**src/rtl/core/givens_linear_solver_macros.svh**
```systemverilog
// ----------------------------------------------------------------------------
// Givens linear solver assertion macros
// Shorthand for the concurrent checks used in the solver RTL.
// ----------------------------------------------------------------------------
`ifndef GIVENS_LINEAR_SOLVER_MACROS_SVH
`define GIVENS_LINEAR_SOLVER_MACROS_SVH

// Same-cycle implication, clocked on clock and held off during reset.
`define GLS_ASSERT_IMM(label, ante, cons) \
   label: assert property (@(posedge clock) disable iff (reset) (ante) |-> (cons)) \
      else $error("gls check failed");

// Next-cycle implication, clocked on clock and held off during reset.
`define GLS_ASSERT_NXT(label, ante, cons) \
   label: assert property (@(posedge clock) disable iff (reset) (ante) |=> (cons)) \
      else $error("gls check failed");

`endif

```
**src/rtl/core/gls_mul.sv**
```systemverilog
// ----------------------------------------------------------------------------
// Givens linear solver multiplier
// Shared signed 33 by 33 multiplier with a registered product.
// ----------------------------------------------------------------------------
`default_nettype none

module gls_mul (
   input  wire logic               clock,
   input  wire logic signed [32:0] op_a,
   input  wire logic signed [32:0] op_b,
   output logic signed [63:0]      prod
);
   logic signed [65:0] prod_in;
   logic signed [63:0] prod_ff;

   assign prod_in = op_a * op_b;

   always_ff @(posedge clock) begin
      prod_ff <= prod_in[63:0];
   end

   assign prod = prod_ff;
endmodule

`default_nettype wire

```
**config.mk**
```make
export PLATFORM = sky130hd
export DESIGN_NAME = gls_mul
export DESIGN_NICKNAME = d
export VERILOG_FILES = /design/src/rtl/core/givens_linear_solver_macros.svh /design/src/rtl/core/gls_mul.sv
export SDC_FILE = /design/constraint.sdc
export NUM_CORES = 2
export LEC_CHECK = 0
export ABC_AREA = 0
export BUFFER_PORTS_ARGS = -buffer_cell sky130_fd_sc_hd__buf_4
export CAP_MARGIN = 5
export CELL_PAD_IN_SITES_DETAIL_PLACEMENT = 1
export CELL_PAD_IN_SITES_GLOBAL_PLACEMENT = 1
export CORE_ASPECT_RATIO = 1.2
export CORE_MARGIN = 2
export CORE_UTILIZATION = 52
export CTS_BUF_LIST = sky130_fd_sc_hd__clkbuf_16
export DETAILED_ROUTE_END_ITERATION = 12
export PLACE_DENSITY_LB_ADDON = 0.1
export SLEW_MARGIN = 20
export SYNTH_ARGS = -nofsm -noshare
export SYNTH_HDL_FRONTEND = slang
export SYNTH_SLANG_ARGS = --single-unit
export TNS_END_PERCENT = 10
```
**constraint.sdc**
```tcl
create_clock -name clock -period 10.25 [get_ports clock]
set_clock_uncertainty 0.05 [all_clocks]
set_input_delay 1.5375 -clock clock [delete_from_list [all_inputs] [get_ports clock]]
set_output_delay 1.5375 -clock clock [all_outputs]
set_load 0.05 [all_outputs]
```
==> out/results.tsv <==
stage	metric	value	unit
routing	WL/cell	23.26	um
cells_and_area	Layout area overhead	4.357	%
cells_and_area	Largest register FFs	64	
floorplan	die height	306.1	um
synthesis	Mapped Avg Cell Area	9.399	um^2
cells_and_area	multi-input logic area	33350	um^2
floorplan	core area	75150	um^2
setup_path	worst-path cell with the longest stage delay	fa_1	
synthesis	sequential-to-total area share from yosys stat	3.240	%
run_status	status	completed	
synthesis	flops & latches, synth	64	
clock_tree	Clock H-tree levels	3	
timing	FMAX	0.1079	GHz
cells_and_area	Reg area	1281	um^2
clock_tree	CTS resizes	0	
global_route	Total GRT Usage	32.17	%
setup_path	most frequent CP cell	fa_1	
clock_tree	CTS tree	done	
clock_tree	TritonCTS buffer count	9	
clock_tree	clock sinks	64	
floorplan	row count	110	
place	GP Congestion	0.8928	
cells_and_area	fillers	8628	
routing	DR pass1 iterations	5	
synthesis	leading area contributor after synthesis	fa_1	
routing	antenna viol nets, final	0	
global_route	first-pass GRT wire length	189900	um
routing	Vias	27970	
synthesis	syn_nets	5611	
routing	vias per cell	5.435	
hold_path	class of the worst hold path	primary input to register	
timing	Final period util	90.38	%
setup_path	Worst Path Arrival	9470	ps
global_route	largest net degree at the start of global routing	35	
setup_path	Crit path largest cell delay	560	ps
synthesis	Yosys cell types	57	
timing	unrepaired setup endpoints after global routing	no	
setup_path	worst setup path class	primary input to register	
cells_and_area	layout cells sized above 1	3.751	%
place	dpl hpwl	97900	um
floorplan	initial core utilization	52.62	%
synthesis	Mapped Area	39540	um^2
synthesis	synth cell count leaders	1125 x fa_1, 1086 x inv_1, 548 x and2_1	
synthesis	synth top area cells	fa_1 57%, inv_1 10%, and2_1 8.7%	
setup_path	Req. time, crit path	10460	ps
timing	setup TNS	0	ps
setup_path	CP max FO	33	
timing	setup violators final	0	
timing	Fin. Hold Viols	0	
setup_path	Worst Path Buf+Inv	8	
floorplan	Die W	255.7	um
floorplan	I/O pins	131	
clock_tree	number of setup buffers added after CTS	0	
synthesis	number of flops mapped to enable cells by yosys	0	
setup_path	crit path launch type	primary input	
routing	drt total wl	119700	um
synthesis	ys flop type	dfxtp_1	
floorplan	Die Area	78280	um^2
synthesis	Yosys top cell area share	56.95	%
timing	slew margin rel.	56.05	%
synthesis	Synth Instances	4207	
global_route	GRT overflow	0	
clock_tree	clock slew at reported path FFs	60	ps
timing	worst slew pin tran	653.7	ps
routing	1st-iter DRT viols	1233	
synthesis	asr flop ratio synth	0	%
timing	Slew Viols, Final	0	
place	# port buffers	130	
flow_run	maxcap violations	0	
cells_and_area	Nets	5532	
global_route	initial antenna violation count	4	
synthesis	count leader, synth	fa_1	
synthesis	Yosys warning total	0	
setup_path	CP top delay family	adder cells	
global_route	vias in the first global route	33570	
routing	DRC errors left	0	
clock_tree	Clock Tree Buf Depth	2	
clock_tree	Root Buffer	clkbuf_16	
clock_tree	CTS Hold Bufs	0	
timing	min Tclk post-route	9264	ps
setup_path	critical path endpoint category	register	
## area by class of cell
cell class	count	area share, %
clock buffers	9	0.5458
repair buffers	132	2.401
multi-input cells	2835	80.83
well taps	1008	3.056
diodes	6	0.03638
clock inverters	6	0.1486
inverters	1086	9.878
flip-flops and latches	64	3.105
## through the flow
stage	worst slack [ps]	utilization [%]	cells	area, um^2	hold slack, ps
2_1_floorplan	1398	-	4207	39540	1615
3_3_place_gp	795.7	54.51	5125	40960	1938
3_5_place_dp	675.3	54.51	5125	40960	1939
4_1_cts	992.5	54.89	5140	41250	1592
5_1_grt	478.6	54.90	5141	41250	1617
6_report	986.2	54.91	5146	41270	1605
## logic make-up (layout without fill, tap and decap cells)
| group | after synthesis | after routing | share of synthesized area [%] |
|---|---|---|---|
| flops | 64 | 64 | 3.240 |
| other cells | 0 | 6 | 0 |
| fa+ha+maj | 1337 | 1337 | 63.66 |
| buf+inv | 1308 | 1233 | 12.42 |
| compound gates | 200 | 200 | 3.253 |
| xor+xnor | 76 | 76 | 1.683 |
| simple gates | 1221 | 1221 | 15.72 |
| mux | 1 | 1 | 0.02531 |
## metal layers
layer / global-route usage (%) / wire length, um / vias to the layer above / share of wire, %
met5: 0 / 0 / - / 0
met3: 2.679 / 3384 / 352 / 2.8
met4: 23.28 / 10470 / 0 / 8.8
li1: - / - / 11740 / -
met1: 34.87 / 41140 / 15150 / 34
met2: 59.09 / 64690 / 720 / 54
## cells in the final DEF (no fill, tap or decap), drive strengths merged, types with 3 or more instances in the layout
| cell | Yosys | final |
|---|---|---|
| xor2 | 21 | 21 |
| dfxtp | 64 | 64 |
| clkinvlp | 0 | 3 |
| nand3 | 18 | 18 |
| nand4 | 12 | 12 |
| a21oi | 70 | 70 |
| ha | 212 | 212 |
| nor4 | 4 | 4 |
| and2 | 548 | 548 |
| a31oi | 6 | 6 |
| fa | 1125 | 1125 |
| o21bai | 7 | 7 |
| diode | 0 | 6 |
| o21a | 18 | 18 |
| o31ai | 4 | 4 |
| nor2 | 18 | 18 |
| buf | 0 | 132 |
| xnor2 | 55 | 55 |
| and3 | 6 | 6 |
| o211ai | 7 | 7 |
| clkbuf | 222 | 9 |
| o21ai | 36 | 36 |
| a21boi | 4 | 4 |
| a21o | 18 | 18 |
| nor3 | 12 | 12 |
| nand2 | 547 | 547 |
| nor2b | 32 | 32 |
| nand2b | 9 | 9 |
| inv | 1086 | 1086 |
| or3 | 4 | 4 |
| and4 | 4 | 4 |
| a211oi | 9 | 9 |
## final timing paths
kind              cells past startpoint       end  startpoint  slack (ps)
setup / recovery                     25  prod[60]     op_b[6]         990
hold / removal                        2   prod[0]     op_b[0]        1610
Power is left out: the tool's default activity adds up to more than one toggle a clock period on the data nets, which glitch-free logic cannot reach.
