### src/rtl/core/givens_linear_solver_macros.svh
// ----------------------------------------------------------------------------
// Givens linear solver assertion macros
// Shorthand for the concurrent checks used in the solver RTL.
// ----------------------------------------------------------------------------
`ifndef GIVENS_LINEAR_SOLVER_MACROS_SVH
`define GIVENS_LINEAR_SOLVER_MACROS_SVH

// Same-cycle implication, clocked on clock and held off during reset.
`define GLS_ASSERT_IMM(label, ante, cons) \
   label: assert property (@(posedge clock) disable iff (reset) (ante) |-> (cons)) \
      else $error("gls check failed");

// Next-cycle implication, clocked on clock and held off during reset.
`define GLS_ASSERT_NXT(label, ante, cons) \
   label: assert property (@(posedge clock) disable iff (reset) (ante) |=> (cons)) \
      else $error("gls check failed");

`endif

### src/rtl/core/gls_pkg.sv
// ----------------------------------------------------------------------------
// Givens linear solver package
// Sizes, sequencer states, unit status type and fixed-point helpers.
// ----------------------------------------------------------------------------
`default_nettype none

package gls_pkg;

   localparam int MAX_UNKNOWNS = 8;
   localparam int ROW_W        = $clog2(MAX_UNKNOWNS);
   localparam int COL_W        = $clog2(MAX_UNKNOWNS + 2);
   localparam int DEPTH        = MAX_UNKNOWNS * (MAX_UNKNOWNS + 1);
   localparam int ADDR_W       = $clog2(DEPTH);
   localparam int SIZE_W       = 4;
   localparam int SIZE_RESET   = 4;
   localparam int STATE_W      = 30;

   typedef struct packed {
      logic busy;
      logic done;
   } unit_stat_type;

   typedef enum logic [STATE_W-1:0] {
      ST_LOAD    = 30'd1 << 0,
      ST_PIV_A   = 30'd1 << 1,
      ST_PIV_B   = 30'd1 << 2,
      ST_PIV_C   = 30'd1 << 3,
      ST_SQ1     = 30'd1 << 4,
      ST_SQ2     = 30'd1 << 5,
      ST_SQ3     = 30'd1 << 6,
      ST_SQW     = 30'd1 << 7,
      ST_DIVC    = 30'd1 << 8,
      ST_DIVS    = 30'd1 << 9,
      ST_ROT_X   = 30'd1 << 10,
      ST_ROT_Y   = 30'd1 << 11,
      ST_ROT_M1  = 30'd1 << 12,
      ST_ROT_M2  = 30'd1 << 13,
      ST_ROT_M3  = 30'd1 << 14,
      ST_ROT_M4  = 30'd1 << 15,
      ST_ROT_W   = 30'd1 << 16,
      ST_ROT_W2  = 30'd1 << 17,
      ST_NEXT    = 30'd1 << 18,
      ST_BS_INIT = 30'd1 << 19,
      ST_BS_ROW  = 30'd1 << 20,
      ST_BS_RD   = 30'd1 << 21,
      ST_BS_MUL  = 30'd1 << 22,
      ST_BS_ACC  = 30'd1 << 23,
      ST_BS_B    = 30'd1 << 24,
      ST_BS_D    = 30'd1 << 25,
      ST_BS_DIV  = 30'd1 << 26,
      ST_BS_WAIT = 30'd1 << 27,
      ST_BS_NEXT = 30'd1 << 28,
      ST_OUT     = 30'd1 << 29
   } state_type;

   function automatic logic [31:0] mag32(logic signed [31:0] v);
      return v[31] ? 32'(-v) : 32'(v);
   endfunction

   function automatic logic [63:0] mag64(logic signed [63:0] v);
      return v[63] ? 64'(-v) : 64'(v);
   endfunction

   // Divide by 2^sh, rounding to nearest with ties away from zero.
   function automatic logic signed [63:0] rnd_shift(logic signed [63:0] v, int sh);
      logic [63:0] u;
      u = mag64(v);
      u = (u + (64'd1 << (sh - 1))) >> sh;
      return v[63] ? -$signed(u) : $signed(u);
   endfunction

   function automatic logic signed [31:0] sat32(logic signed [63:0] v);
      if (v > 64'sd2147483647) begin
         return 32'sh7FFFFFFF;
      end else if (v < -64'sd2147483648) begin
         return 32'sh80000000;
      end
      return v[31:0];
   endfunction

endpackage

`default_nettype wire

### src/rtl/core/gls_divider.sv
// ----------------------------------------------------------------------------
// Givens linear solver divider
// Restoring unsigned divider, 64-bit dividend by 32-bit divisor, one bit a cycle.
// ----------------------------------------------------------------------------
`default_nettype none

module gls_divider (
   input  wire logic        clock,
   input  wire logic        reset,
   input  wire logic        start,
   input  wire logic [63:0] dividend,
   input  wire logic [31:0] divisor,
   output gls_pkg::unit_stat_type stat,
   output logic [63:0]      quotient
);
   import gls_pkg::*;

   logic        busy_ff, busy_in, done_ff, done_in;
   logic [63:0] num_ff, num_in, q_ff, q_in;
   logic [31:0] rem_ff, rem_in, den_ff, den_in;
   logic [5:0]  cnt_ff, cnt_in;
   logic [32:0] trial;

   always_comb begin
      busy_in = busy_ff;
      done_in = 1'b0;
      num_in  = num_ff;
      q_in    = q_ff;
      rem_in  = rem_ff;
      den_in  = den_ff;
      cnt_in  = cnt_ff;
      trial   = {rem_ff, num_ff[63]};
      if (start && !busy_ff) begin
         busy_in = 1'b1;
         num_in  = dividend;
         den_in  = divisor;
         rem_in  = '0;
         q_in    = '0;
         cnt_in  = '0;
      end else if (busy_ff) begin
         num_in = num_ff << 1;
         if (trial >= {1'b0, den_ff}) begin
            rem_in = 32'(trial - {1'b0, den_ff});
            q_in   = {q_ff[62:0], 1'b1};
         end else begin
            rem_in = trial[31:0];
            q_in   = {q_ff[62:0], 1'b0};
         end
         cnt_in = cnt_ff + 1'b1;
         if (cnt_ff == 6'd63) begin
            busy_in = 1'b0;
            done_in = 1'b1;
         end
      end
   end

   always_ff @(posedge clock) begin
      if (reset) begin
         busy_ff <= 1'b0;
         done_ff <= 1'b0;
      end else begin
         busy_ff <= busy_in;
         done_ff <= done_in;
      end
      num_ff <= num_in;
      q_ff   <= q_in;
      rem_ff <= rem_in;
      den_ff <= den_in;
      cnt_ff <= cnt_in;
   end

   assign stat.busy = busy_ff;
   assign stat.done = done_ff;
   assign quotient  = q_ff;
endmodule

`default_nettype wire

### config.mk
export PLATFORM = sky130hd
export DESIGN_NAME = gls_divider
export DESIGN_NICKNAME = d
export VERILOG_FILES = /design/src/rtl/core/givens_linear_solver_macros.svh /design/src/rtl/core/gls_pkg.sv /design/src/rtl/core/gls_divider.sv
export SDC_FILE = /design/constraint.sdc
export NUM_CORES = 1
export LEC_CHECK = 0
export BUFFER_PORTS_ARGS = -buffer_cell sky130_fd_sc_hd__buf_2
export CAP_MARGIN = 20
export CELL_PAD_IN_SITES_DETAIL_PLACEMENT = 0
export CELL_PAD_IN_SITES_GLOBAL_PLACEMENT = 1
export CORE_ASPECT_RATIO = 1.1
export CORE_MARGIN = 10
export CORE_UTILIZATION = 38
export DETAILED_ROUTE_END_ITERATION = 6
export GPL_TIMING_DRIVEN = 0
export PLACE_DENSITY = 0.8
export SYNTH_ARGS = -nofsm -noshare
export SYNTH_HDL_FRONTEND = slang
export SYNTH_SLANG_ARGS = --single-unit
### constraint.sdc
create_clock -name clock -period 2.6 [get_ports clock]
set_input_delay 0.13 -clock clock [delete_from_list [all_inputs] [get_ports clock]]
set_output_delay 0.13 -clock clock [all_outputs]
set_load 0.1 [all_outputs]
==> results.py <==
metrics = {
    "run_status": {
        "status": "finished with violations",
        "violations": "setup timing",
    },
    "worst_setup_path": {
        "path_cells": "inv_2, ha_4, a21o_1, o21a_2, or3_4, a211oi_4, o21ai_2, a31oi_4, o211ai_1, xnor2_1, o211ai_1",
        "setup.worst_path.end": "rem_ff[31]",
        "crit_top_cell": "o211ai_1",
        "required_ps": 2920,
        "critical_path_class": "register to register",
        "path_delay_family": "compound AO/OA/AOI/OAI gates",
        "cp.arrival_ps": 2960,
        "cpMaxStageDelayCell": "edfxtp_1",
        "reg2reg_depth": 11,
        "r2r-end": "rem_ff[31]",
        "rrSetupSlack_ps": -40,
        "critPathMaxStageDelay_ps": 380,
        "cp_num_buf_inv": 1,
        "r2r_start": "den_ff[9]",
        "crit_fanout": 5,
        "crit_cells": 11,
        "start_kind": "register",
        "end_kind": "register",
        "startpoint": "den_ff[9]",
    },
    "place": {
        "dp_hpwl_mm": 17.1,
        "port_buffers": 164,
        "gp_congestion": 0.865,
    },
    "die": {
        "initial_utilization_pct": 38.8,
        "die_w_um": 171,
        "die_h_um": 186,
        "std_cell_rows": 60,
        "coreArea_mm2": 0.0245,
        "dieArea_mm2": 0.0318,
        "io_pins": 165,
    },
    "cts": {
        "cts_buffers": 17,
        "cts.reportedPaths.clkPinSlew_ps": 70,
        "clockRootBuffer": "clkbuf_16",
        "clock_path_buffers": 2,
        "cts.htree.levels": 4,
        "cts_tree": "done",
        "clkSinkCount": 200,
        "clkLatencyLatePin_ps": 450,
    },
    "routing": {
        "via_per_inst": 5.05,
        "wl_per_cell_um": 17.0,
        "postRouteAntennaNets": 0,
        "drc": 0,
        "firstDrtPassIters": 5,
        "dr.first_iter.drc_count": 523,
        "wirelength_mm": 26.0,
        "via_count": 7725,
    },
    "sta": {
        "clock_skew_ps": 14.3,
        "clock.fmax_mhz": 379,
        "whs_ps": 14.5,
        "timing.final.crit_share_pct": 102,
        "hold_viol_final": 0,
        "slew_headroom_pct": 54.3,
        "rsz0062_at_grt": "yes",
        "setup-violations-final": 23,
        "period_needed_ps": 2640,
        "tightest_slew_ps": 685,
        "slew_viol_final": 0,
        "finalWorstSetupSlack_ps": -41.8,
    },
    "grt": {
        "grt_pass1_vias": 7596,
        "grt_pass1_wl_mm": 40.5,
        "overflow": 0,
        "antenna_found_initial": 1,
        "grt_usage_pct": 15.8,
        "grt_max_degree": 42,
    },
    "cells_and_area": {
        "utilization_pct": 53.2,
        "n_fill_cell": 2164,
        "drive_gt1_share_pct": 32.3,
        "synthToLayoutAreaGrowth_pct": 37.2,
        "nets": 1338,
    },
    "logic_synthesis": {
        "syn-num-nets": 1040,
        "synth.distinct_cells": 66,
        "synth_edf_count": 96,
        "ys_ff_latch": 200,
        "yosys_most_used_dff": "dfxtp_1",
        "yosysWarnings": 0,
        "syn_inst": 907,
        "postSynthAreaPerCell_um2": 10.5,
        "syn_area_mm2": 0.00952,
        "ys_seq_area_share_pct": 52.2,
        "synth-async-reset-ratio_pct": 0,
    },
    "power": {
        "leakagePower_nw": 5.40,
        "p_seq_share_pct": 50.1,
        "p_total_mw": 7.12,
        "p_sw_share_pct": 26.4,
        "peakVddDrop_v": 0.000384,
        "pwr-share-comb_pct": 11.6,
        "power_density_mw_per_mm2": 546,
        "intPower_mw": 5.24,
        "power_frac_clock_pct": 38.3,
        "power_switching_mw": 1.88,
    },
    "job": {
        "maxCapViolations": 0,
    },
    "hold_path": {
        "hold_class": "primary input to register",
    },
}
metrics by stage:
stage	setup WS (ps)	setup TNS, ps	cells	area [um^2]
5_1_grt	-141	-2870	1529	13100
2_1_floorplan	67.3	0	907	9520
4_1_cts	-22.5	-156	1517	12600
6_report	-41.8	-344	1529	13100
3_5_place_dp	-692	-46460	1382	10800
3_3_place_gp	-1190	-83110	1381	10700
Yosys cell counts (14+ instances only):
cell type	count	share of area [%]
nand2_1	105	4.1
dfxtp_1	104	22
edfxtp_1	96	30
nand3_1	77	4.0
o21ai_0	75	3.9
nand2b_1	71	4.7
mux2_2	63	7.5
clkbuf_1	40	1.6
inv_1	37	1.5
ha_1	33	4.3
a21oi_1	21	1.1
nor2_1	18	0.71
xnor2_1	17	1.6
a21o_1	15	1.2
xor2_1	14	1.3
worst min-delay path by stage:
| stage | startpoint | endpoint | slack (ps) | depth (start not counted) |
|---|---|---|---|---|
| final | dividend[14] | num_ff[14] | 10 | 2 |
| after global routing | dividend[12] | num_ff[12] | 6 | 2 |
| after CTS | dividend[12] | num_ff[12] | 0.7 | 2 |
| after detailed placement | divisor[4] | den_ff[4] | 310 | 1 |
| after global placement | divisor[26] | den_ff[26] | 310 | 1 |
| after floorplan | reset | done_ff | 210 | 1 |
state kept, by name, summed over array words and instances (netlist names):
signal	cells
num_ff	64
quotient	64
den_ff	32
rem_ff	32
cnt_ff	6
busy_ff	1
done_ff	1
power by group through the flow:
stage | combinational [mW] | clock (mW) | sequential (mW)
4_1_cts | 0.791 | 2.79 | 3.56
3_5_place_dp | 0.647 | 0 | 3.63
6_report | 0.827 | 2.73 | 3.57
3_3_place_gp | 0.632 | 0 | 3.63
5_1_grt | 0.900 | 2.92 | 3.58
2_1_floorplan | 0.442 | 0 | 3.61
repair_timing:
item,CTS,global route
gates cloned,2,2
endpoints found under the setup margin,137,90
endpoints found under the hold margin,94,0
resized for setup,48,74
pin swaps,40,35
setup buffers,12,9
hold buffers,93,0
cell usage in the layout, fill, tap and decap left out, drive strengths merged, types with 4 or more instances in the layout:
master / instances
xnor2: 17
o21a: 5
nand3: 78
inv: 44
dfxtp: 104
mux2: 63
buf: 199
nand2: 105
nor3: 5
a21o: 16
o21ai: 81
xor2: 14
dlygate4sd3: 93
nor2: 19
nand4: 7
o211ai: 6
or3: 6
nand2b: 71
clkbuf: 55
a32oi: 4
o21bai: 5
ha: 33
nor2b: 4
or3b: 5
clkinv: 6
and3: 7
a31oi: 5
a21oi: 23
edfxtp: 96
per-layer routing:
layer | part of all wire [%] | GRT usage, % | vias to the layer above | routed length (um)
li1 | - | - | 3822 | -
met1 | 45 | 20.1 | 3693 | 11700
met2 | 48 | 26.3 | 188 | 12600
met3 | 5.9 | 4.01 | 22 | 1550
met4 | 1.1 | 3.97 | 0 | 286
met5 | 0 | 0 | - | 0
cells by family (layout without fill, tap and decap cells):
family          count (synthesis)  in the layout  share of synthesized area (%)
fa+ha+maj                      34             34                           4.55
mux                            66             66                           7.77
buf+inv                        89            400                           3.89
other cells                     0              1                              0
compound gates                169            169                           11.8
xor+xnor                       31             31                           2.85
flops                         200            200                           52.2
simple gates                  318            318                           16.9
cell type report:
cell class	instances	area, um^2	share of cell area [%]
Inverter	37	143	1.09
Antenna cell	1	2.50	0.0192
Clock buffer	18	429	3.29
Multi-Input combinational cell	618	4650	35.6
Clock inverter	14	178	1.36
Buffer	48	274	2.10
Sequential cell	200	4970	38.0
Timing Repair Buffer	282	2020	15.5
Tap cell	310	388	2.97
Timing Repair inverter	1	7.51	0.0575
(Power assumes the default switching activity.)
